## src/hw/rtl/u2a_pkg.sv

```systemverilog
`timescale 1ns / 1ps

package u2a_pkg;

	localparam int BinBits   = 64;
	localparam int DecDigits = 20;
	localparam int HexDigits = BinBits / 4;
	localparam int BcdBits   = DecDigits * 4;
	localparam int CharBits  = 7;
	localparam int BitCntW   = $clog2(BinBits);
	localparam int RemCntW   = $clog2(DecDigits + 1);

	localparam logic [CharBits-1:0] CharZero = 7'h30;
	localparam logic [CharBits-1:0] CharX    = 7'h78;
	localparam logic [CharBits-1:0] CharA    = 7'h41;

	typedef enum logic [2:0] {
		ST_IDLE,
		ST_CONV,
		ST_SKIP,
		ST_PFX0,
		ST_PFX1,
		ST_EMIT
	} u2a_state_t;

	typedef enum logic [1:0] {
		EK_ZERO,
		EK_X,
		EK_DIGIT
	} u2a_emit_kind_t;

	typedef struct packed {
		logic           load;
		logic           step;
		logic           shift;
		logic           emit;
		u2a_emit_kind_t kind;
		logic           last;
	} u2a_cmd_t;

	typedef struct packed {
		logic conv_done;
		logic top_zero;
		logic rem_one;
		logic out_free;
	} u2a_status_t;

	// Digit value to ASCII; BCD digits never exceed nine, hex nibbles may.
	function automatic logic [CharBits-1:0] digit_char(input logic [3:0] d);
		logic [CharBits-1:0] c;
		if (d < 4'd10) begin
			c = CharZero + {3'b000, d};
		end else begin
			c = CharA + {3'b000, d - 4'd10};
		end
		return c;
	endfunction

endpackage

```

## src/hw/rtl/u2a_in_if.sv

```systemverilog
`timescale 1ns / 1ps

interface u2a_in_if;
	logic                      valid;
	logic                      ready;
	logic                      op;
	logic [u2a_pkg::BinBits-1:0] value;

	modport source (output valid, output op, output value, input ready);
	modport sink   (input valid, input op, input value, output ready);
endinterface

```

## src/hw/rtl/u2a_out_if.sv

```systemverilog
`timescale 1ns / 1ps

interface u2a_out_if;
	logic                         valid;
	logic                         ready;
	logic [u2a_pkg::CharBits-1:0] character;
	logic                         last;

	modport source (output valid, output character, output last, input ready);
	modport sink   (input valid, input character, input last, output ready);
endinterface

```

## src/hw/rtl/u64_to_ascii_number_formatter_unit.sv

```systemverilog
`timescale 1ns / 1ps

// Formats one unsigned 64-bit number per request as ASCII text, one character per
// output request, with last set on the final character. With op low the text is
// decimal, most significant digit first, without leading zeros ("0" for zero); with
// op high it is "0x" and sixteen upper-case hex digits. A decimal request is loaded,
// converted by shift-and-add-three in the BCD register and stripped of its leading
// zeros, then sends its digits one at a time as the output register frees up. A
// hex request is loaded and then sends its eighteen characters the same way.
// Requests are taken one at a time; the next one is accepted as soon as the last
// character of the current one sits in the output register, even if that
// character has not been taken yet. Nothing carries over from one request to the
// next.

module u64_to_ascii_number_formatter_unit (
	input  logic      clk,
	input  logic      arst_n,
	u2a_in_if.sink    number,
	u2a_out_if.source text
);
	import u2a_pkg::*;

	u2a_cmd_t    cmd;
	u2a_status_t status;

	// The controller sequences load, conversion, zero skipping and emission.
	u2a_ctrl u_ctrl (
		.clk      (clk),
		.arst_n   (arst_n),
		.in_valid (number.valid),
		.in_op    (number.op),
		.in_ready (number.ready),
		.status   (status),
		.cmd      (cmd)
	);

	// The datapath holds the digit register, counters and the output register.
	u2a_dpath u_dpath (
		.clk      (clk),
		.arst_n   (arst_n),
		.in_op    (number.op),
		.in_value (number.value),
		.cmd      (cmd),
		.status   (status),
		.text     (text)
	);

endmodule

```

## src/hw/rtl/u2a_ctrl.sv

```systemverilog
`timescale 1ns / 1ps

module u2a_ctrl (
	input  logic                 clk,
	input  logic                 arst_n,
	input  logic                 in_valid,
	input  logic                 in_op,
	output logic                 in_ready,
	input  u2a_pkg::u2a_status_t status,
	output u2a_pkg::u2a_cmd_t    cmd
);
	import u2a_pkg::*;

	u2a_state_t state_q;
	u2a_state_t state_d;

	always_ff @(posedge clk or negedge arst_n) begin
		if (!arst_n) begin
			state_q <= ST_IDLE;
		end else begin
			state_q <= state_d;
		end
	end

	always_comb begin
		state_d = state_q;
		case (state_q)
			ST_IDLE: begin
				if (in_valid) begin
					state_d = in_op ? ST_PFX0 : ST_CONV;
				end
			end
			ST_CONV: begin
				if (status.conv_done) begin
					state_d = ST_SKIP;
				end
			end
			ST_SKIP: begin
				if (!status.top_zero || status.rem_one) begin
					state_d = ST_EMIT;
				end
			end
			ST_PFX0: begin
				if (status.out_free) begin
					state_d = ST_PFX1;
				end
			end
			ST_PFX1: begin
				if (status.out_free) begin
					state_d = ST_EMIT;
				end
			end
			ST_EMIT: begin
				if (status.out_free && status.rem_one) begin
					state_d = ST_IDLE;
				end
			end
			default: state_d = ST_IDLE;
		endcase
	end

	always_comb begin
		in_ready = 1'b0;
		cmd      = '{load: 1'b0, step: 1'b0, shift: 1'b0, emit: 1'b0,
			kind: EK_DIGIT, last: 1'b0};
		case (state_q)
			ST_IDLE: begin
				in_ready = 1'b1;
				cmd.load = in_valid;
			end
			ST_CONV: begin
				cmd.step = 1'b1;
			end
			ST_SKIP: begin
				// Leading zero digits are dropped, but the final digit always goes out.
				cmd.shift = status.top_zero && !status.rem_one;
			end
			ST_PFX0: begin
				cmd.emit = status.out_free;
				cmd.kind = EK_ZERO;
			end
			ST_PFX1: begin
				cmd.emit = status.out_free;
				cmd.kind = EK_X;
			end
			ST_EMIT: begin
				cmd.emit  = status.out_free;
				cmd.shift = status.out_free;
				cmd.kind  = EK_DIGIT;
				cmd.last  = status.rem_one;
			end
			default: begin
				in_ready = 1'b0;
			end
		endcase
	end

endmodule

```

## src/hw/rtl/u2a_dpath.sv

```systemverilog
`timescale 1ns / 1ps

module u2a_dpath (
	input  logic                         clk,
	input  logic                         arst_n,
	input  logic                         in_op,
	input  logic [u2a_pkg::BinBits-1:0]  in_value,
	input  u2a_pkg::u2a_cmd_t            cmd,
	output u2a_pkg::u2a_status_t         status,
	u2a_out_if.source                    text
);
	import u2a_pkg::*;

	logic [BcdBits-1:0]  bcd_q;
	logic [BinBits-1:0]  bin_q;
	logic [BitCntW-1:0]  bit_cnt_q;
	logic [RemCntW-1:0]  rem_q;
	logic                out_valid_q;
	logic [CharBits-1:0] out_char_q;
	logic                out_last_q;
	logic [BcdBits-1:0]  bcd_adj;
	logic [3:0]          top_digit;
	logic [CharBits-1:0] emit_char;

	// Double-dabble correction: every digit of five or more gets three added.
	always_comb begin
		for (int i = 0; i < DecDigits; i++) begin
			if (bcd_q[i*4 +: 4] >= 4'd5) begin
				bcd_adj[i*4 +: 4] = bcd_q[i*4 +: 4] + 4'd3;
			end else begin
				bcd_adj[i*4 +: 4] = bcd_q[i*4 +: 4];
			end
		end
	end

	assign top_digit = bcd_q[BcdBits-1 -: 4];

	always_comb begin
		case (cmd.kind)
			EK_ZERO:  emit_char = CharZero;
			EK_X:     emit_char = CharX;
			EK_DIGIT: emit_char = digit_char(top_digit);
			default:  emit_char = CharZero;
		endcase
	end

	always_ff @(posedge clk) begin
		if (cmd.load) begin
			bin_q <= in_value;
			// Hex mode reuses the digit register: the value sits nibble-aligned at the top.
			bcd_q <= in_op ? {in_value, {(BcdBits-BinBits){1'b0}}} : '0;
		end else if (cmd.step) begin
			bcd_q <= {bcd_adj[BcdBits-2:0], bin_q[BinBits-1]};
			bin_q <= {bin_q[BinBits-2:0], 1'b0};
		end else if (cmd.shift) begin
			bcd_q <= {bcd_q[BcdBits-5:0], 4'h0};
		end
	end

	always_ff @(posedge clk or negedge arst_n) begin
		if (!arst_n) begin
			bit_cnt_q <= '0;
			rem_q     <= '0;
		end else if (cmd.load) begin
			bit_cnt_q <= '0;
			rem_q     <= in_op ? RemCntW'(HexDigits) : RemCntW'(DecDigits);
		end else begin
			if (cmd.step) begin
				bit_cnt_q <= bit_cnt_q + 1'b1;
			end
			if (cmd.shift) begin
				rem_q <= rem_q - 1'b1;
			end
		end
	end

	always_ff @(posedge clk or negedge arst_n) begin
		if (!arst_n) begin
			out_valid_q <= 1'b0;
		end else if (cmd.emit) begin
			out_valid_q <= 1'b1;
		end else if (text.ready) begin
			out_valid_q <= 1'b0;
		end
	end

	always_ff @(posedge clk) begin
		if (cmd.emit) begin
			out_char_q <= emit_char;
			out_last_q <= cmd.last;
		end
	end

	assign text.valid     = out_valid_q;
	assign text.character = out_char_q;
	assign text.last      = out_last_q;

	assign status.conv_done = (bit_cnt_q == BitCntW'(BinBits - 1));
	assign status.top_zero  = (top_digit == 4'h0);
	assign status.rem_one   = (rem_q == RemCntW'(1));
	assign status.out_free  = !out_valid_q || text.ready;

endmodule

```

## src/flat_wrapper.sv

```systemverilog
// flat-port wrapper written by rule: the top's interface ports become plain ports
module u64_to_ascii_number_formatter_unit_flat import u2a_pkg::*;
  (clk, arst_n, number_valid, number_op, number_value, number_ready, text_valid, text_character, text_last, text_ready);
  u2a_in_if number_i ();
  u2a_out_if text_i ();
  input  logic clk;
  input  logic arst_n;
  input wire logic [$bits(number_i.valid)-1:0] number_valid;
  input wire logic [$bits(number_i.op)-1:0] number_op;
  input wire logic [$bits(number_i.value)-1:0] number_value;
  output wire logic [$bits(number_i.ready)-1:0] number_ready;
  output wire logic [$bits(text_i.valid)-1:0] text_valid;
  output wire logic [$bits(text_i.character)-1:0] text_character;
  output wire logic [$bits(text_i.last)-1:0] text_last;
  input wire logic [$bits(text_i.ready)-1:0] text_ready;
  assign number_i.valid = number_valid;
  assign number_i.op = number_op;
  assign number_i.value = number_value;
  assign number_ready = number_i.ready;
  assign text_valid = text_i.valid;
  assign text_character = text_i.character;
  assign text_last = text_i.last;
  assign text_i.ready = text_ready;
  u64_to_ascii_number_formatter_unit u_core (.clk(clk), .arst_n(arst_n), .number(number_i), .text(text_i));
endmodule
```

## config.mk

```make
export PLATFORM = sky130hd
export DESIGN_NAME = u64_to_ascii_number_formatter_unit_flat
export DESIGN_NICKNAME = d
export VERILOG_FILES = /design/src/hw/rtl/u2a_pkg.sv /design/src/hw/rtl/u2a_in_if.sv /design/src/hw/rtl/u2a_out_if.sv /design/src/hw/rtl/u64_to_ascii_number_formatter_unit.sv /design/src/hw/rtl/u2a_ctrl.sv /design/src/hw/rtl/u2a_dpath.sv /design/src/flat_wrapper.sv
export SDC_FILE = /design/constraint.sdc
export NUM_CORES = 1
export LEC_CHECK = 0
export BUFFER_PORTS_ARGS = -buffer_cell sky130_fd_sc_hd__buf_4
export CAP_MARGIN = 20
export CELL_PAD_IN_SITES_DETAIL_PLACEMENT = 0
export CELL_PAD_IN_SITES_GLOBAL_PLACEMENT = 2
export CORE_ASPECT_RATIO = 0.6
export CORE_MARGIN = 2
export CORE_UTILIZATION = 44
export CTS_CLUSTER_SIZE = 20
export DETAILED_ROUTE_END_ITERATION = 7
export PLACE_DENSITY = 0.92
export SETUP_SLACK_MARGIN = 0.5
export SLEW_MARGIN = 10
export SYNTH_ARGS = -nofsm -noshare
export SYNTH_HDL_FRONTEND = slang
export SYNTH_HIERARCHICAL = 1
export SYNTH_SLANG_ARGS = --single-unit
```

## constraint.sdc

```tcl
create_clock -name clk -period 8.1 [get_ports clk]
set_clock_uncertainty 0.1 [all_clocks]
set_input_delay 0.81 -clock clk [delete_from_list [all_inputs] [get_ports clk]]
set_output_delay 0.81 -clock clk [all_outputs]
set_load 0.03 [all_outputs]
```

# Word-level counts from Yosys, hierarchy flattened
# Cells that the tools add are included.
# totals
regBits	167
latchBits	0
mem_bits_rw	0
rom_bits	0
input_bits	69
output_inout_bits	10
n_memories	0
# op_classes
n_addsub	25
mul	0
div	0
n_lt_le_gt_ge	21
eq_ne	15
shifts	0
n_mux	48
bitwise_logic	0
reduce_logical	14
# ops
op	n
$mux 80	4
$mux 64	2
$ge 4x3->1 const B	20
$add 4x2->4 const B	19
$mux 4	19
$mux 3	8
$pmux 3 s6	1
$pmux 7 s2	1
$mux 6	2
$mux 5	2
$ne 2x2->1 const B	5
$pmux 3 s3	1
$add 6x4->7 const A	1
$add 7x4->7 const A	1
$mux 7	1
$add 6x1->6 const B	1
$eq 3x2->1 const B	2
$eq 3x3->1 const B	2
$eq 6x6->1 const B	1
$reduce_and 6->1	1
$reduce_bool 2->1	3
$eq 5x1->1 const B	1
$mux 1	5
$sub 5x1->5 const B	1
15 further kinds	19

# Longest topological paths before layout
# depth
ltp_word	7
mapped_depth	10
ltp_nobuf	10

# Cells and area by module
# Netlist, hierarchy kept.
# modules_own_cells
mod	instances	cells_per_inst	area_each_um2	seq_area_each_um2
u2a_dpath	1	819	9260.1	4864.7
u2a_ctrl	1	36	317.8	75.1

# Least setup slack after synthesis
# Ideal clock, no wire load.
# synth_path
path_type	register -> register
start	register u_core.u_ctrl.state_q[0]
end	register u_core.u_dpath.bcd_q[0] (enable)
setup_ns	0.442
arrival_time_ns	3.634
required_ns	7.558
slack_ns	3.924
stages_incl_launch_ff	7
period_less_slack_ns	4.176
cell_sequence	dfrtp_1 -> buf_6 -> nor3_1 -> and2_1 -> buf_2 -> buf_2 -> or3_1
# synth_lines
item	line	text
start: declaration	u2a_ctrl.sv:14	u2a_state_t state_q;
start signal: assignment	u2a_ctrl.sv:21	state_q <= state_d;
end signal: assignment	u2a_dpath.sv:51	bcd_q <= in_op ? {in_value, {(BcdBits-BinBits){1'b0}}} : '0;
end signal: assignment	u2a_dpath.sv:53	bcd_q <= {bcd_adj[BcdBits-2:0], bin_q[BinBits-1]};
end signal: assignment	u2a_dpath.sv:56	bcd_q <= {bcd_q[BcdBits-5:0], 4'h0};
end: declaration	u2a_dpath.sv:14	logic [BcdBits-1:0] bcd_q;

==> summary.txt <==
Placement
  – Sum of net half-perimeters after detailed placement: 14200 microns
  – Global placer's final weighted congestion: 0.761
  – Number of I/O port buffers: 78
  – Area after detailed placement: 0.0104 sq mm

GRT
  – Wire length of the first global-routing pass: around 35000 microns
  – Overflow left after global routing: 0
  – Pin count of the biggest net entering global routing: 96
  – Number of global-route vias before repair: 6297
  – Number of antenna violations at the first check in global routing: 0
  – Global router's overall resource usage: 19.5%

Cells and area
  – Post-Route Utilization: 51.7%
  – Leading cell type in the layout, fill and taps excluded: edfxtp_1
  – Layout cells sized above 1: 22.8%
  – Number of fillers in the final layout: 1875
  – Antenna cells: 0
  – Post-synthesis to final-layout area growth: 14.4%
  – Net count reported at finish: slightly above 1000
  – Commonest cells after routing, fill and taps aside: edfxtp_1 (152), buf_4 (85), mux2_2 (83)
  – Non-Filler Cell Area, Final: ~0.011 sq mm

Route
  – Vias per Instance: 5.58
  – Number of routed nets with antenna violations: 0
  – Total number of vias: 6734
  – Detailed-route wire length per cell: about 18 microns
  – Met2 WL: 9010 microns
  – Length of routed wiring on met1: 11600 microns
  – Number of iterations in the first detailed-routing pass: 5
  – Initial drt markers: 568
  – Routed length on met3: ~1100 microns
  – DRC violations left: 0
  – Top routing layer in use: met4
  – Routed wire length: 22000 microns

Logic synthesis
  – Most frequently used flop master after synthesis: edfxtp_1
  – Register area share after synthesis: 51.6%
  – Library cell occupying the most area in the post-synthesis netlist: edfxtp_1
  – Yosys cell types: 53
  – Total of flip-flops plus latches after synthesis: between 150 and 200
  – Gate Count Post-Synth: 855
  – Post-synth EDFFs: 152
  – Fraction of post-synthesis cell area in the top cell type by area: 47.7%
  – Top post-synthesis cells by area: edfxtp_1 (48%), mux2_2 (9.8%), ha_1 (6.1%), dfrtp_1 (3.9%), o21ai_0 (3.4%)
  – Synth warn: 6
  – Ys async rst share: 8.98%
  – Mean instance size in the synthesized netlist: ~11 sq um
  – Synthesized Nets: about 1000
  – Netlist area before placement: 0.00958 sq mm

Die
  – Core Region: 0.0212 sq mm
  – DIE AREA: 0.0230 sq mm
  – Vertical extent of the die: 118 microns
  – Width of the die: 194 microns
  – FP Rows: 41
  – Initial standard-cell utilization of the core: 45.2%
  – I/O pins: 79

STA
  – Unrepaired setup endpoints after global routing: no
  – Count of pins over their slew limit: 0
  – Hold slack: 126 ps
  – Final-report hold violation count: 0
  – Worst slew margin: between 20% and 30%
  – Final clock period utilization by the worst path: between 40% and 50%
  – Final TNS setup: 0 ps
  – Minimum period implied by the final worst setup slack: about 3500 ps
  – Max Clock Freq: 289 MHz
  – Transition at the pin with the smallest max-transition slack: 1070 ps
  – # setup viols final: 0

Clock tree
  – Clock buffer depth: 2
  – TritonCTS clock tree: done
  – Buffer type at the clock tree root: clkbuf_16
  – Number of buffers added to fix hold violations after cts: 0
  – Cells resized by post-CTS repair: 0
  – Worst-path clk slew: 70 ps
  – Latest clock arrival within the worst-skew pair: 430 ps
  – Number of sinks handled by clock tree synthesis: 167
  – Buffers inserted during post-CTS setup optimization: 0
  – CTS Buf Count: 17
  – Deepest level of the CTS H-tree: 4

Worst hold path
  – Hold Path Class: input pin to async pin

Power and ir drop
  – Total power: about 5.1 mW
  – Leakage dissipation: 4.07 nW
  – Total power density per cell area: 468 mW/mm^2
  – Worst VDD drop: 0.207 mV

Worst setup path
  – Worst flop-to-flop path startpoint: u_core/u_ctrl/state_q[0]
  – Worst setup path class: flip-flop to flip-flop
  – Slowest cell on the critical path: buf_4
  – Largest stage delay, worst path: 690 ps
  – Critical path data required time: 8130 ps
  – Cell repeated most along the worst path: buf_4
  – Worst Setup Start Kind: flip-flop
  – Critical path, cell by cell: inv_1 -> nor3_2 -> buf_4 -> nor2_4 -> buf_4 -> inv_2 -> buf_4 -> o32ai_1
  – Sort of element at the end of the critical path: flip-flop
  – Arrival time worst endpoint: 3500 ps
  – Combined buffer and inverter count along the critical path: 5
  – Cell family contributing the most delay on the critical path: buffers and inverters
  – CP Launch Point: u_core/u_ctrl/state_q[0]
  – Critical path fanouts, max: 66

Job
  – Count of maximum capacitance violations: 0

Status
  – Run status: completed
-- final timing paths --
path	endpoint	slack (ps)	cells past startpoint
worst max-delay path	u_core/u_dpath/bcd_q[12]	4640	8
worst min-delay path	u_core/u_dpath/bit_cnt_q[3]	130	1
worst max register to register	u_core/u_dpath/bcd_q[12]	4640	8
worst min register to register	u_core/u_dpath/bcd_q[0]	420	1
max in group asynchronous	u_core/u_dpath/rem_q[2]	7590	1
min in group clk	u_core/u_dpath/bcd_q[0]	420	1
-- metrics by stage --
stage / setup WS (ps) / instances
6_report: 4640 / 1207
5_1_grt: 4310 / 1207
4_1_cts: 4580 / 1207
3_5_place_dp: 4620 / 1175
3_3_place_gp: 4660 / 1175
2_1_floorplan: 3920 / 855
-- sequential cells by signal, summed over array words and instances (netlist names) --
name                           cells
u_core/u_dpath/bit_cnt_q           6
u_core/u_dpath/text.character      7
u_core/u_dpath/rem_q               5
u_core/u_dpath/text.valid          1
u_core/u_dpath/text.last           1
u_core/u_ctrl/state_q              3
u_core/u_dpath/bin_q              64
u_core/u_dpath/bcd_q              80
-- per-layer routing --
metal  global-route usage [%]  up-vias
met5                        0        -
met4                     5.67        0
met3                     3.05       19
met2                     26.9      179
met1                     30.9     3227
li1                         -     3309
-- cells in the mapped netlist (4+ instances only) --
cell,count
ha_1,47
xor2_1,7
nand3_1,23
nor3_1,11
buf_2,25
nor2_1,28
a22oi_1,34
nand2b_1,26
dfrtp_1,15
a311oi_1,5
mux2_2,83
nor3b_1,36
nand2_1,75
edfxtp_1,152
o311ai_1,5
o21ai_0,66
or3_1,22
xnor2_1,8
and2_1,4
o22ai_1,17
a211oi_1,4
clkbuf_1,13
a21oi_1,49
inv_1,49
-- kinds of logic (layout without fill, tap and decap cells) --
kind of cell             after synthesis  after routing  synth area share (%)
flip-flops                           167            167                  51.6
AND/OR/NAND/NOR                      245            245                  13.7
AO/OA/AOI/OAI                        198            198                  12.7
adder cells (fa/ha/maj)               47             47                  6.14
multiplexers                          88             88                  10.3
XOR/XNOR                              15             15                  1.37
buffers and inverters                 95            168                  4.30
-- power breakdown --
group / leakage (nW) / internal (mW) / total [mW] / switching [mW]
Sequential: 1.65 / 1.73 / 2.10 / 0.372
Clock: 0.283 / 0.482 / 0.820 / 0.339
Combinational: 2.14 / 0.924 / 2.21 / 1.29
-- cell type report --
class	count	area, sq um	area share, %
Tap cell	279	349	3.19
Timing Repair Buffer	85	638	5.82
Clock buffer	18	429	3.92
Clock inverter	14	158	1.44
Inverter	51	191	1.75
Multi-Input combinational cell	593	4250	38.8
Sequential cell	167	4940	45.1
-- worst register-to-register path: cells and delay by family, from the launching register on --
family	cells	cell delay, ps
flops	1	550
simple gates	2	430
buf+inv	5	1860
compound gates	1	230
No activity file was read; power rests on OpenSTA's default activity.
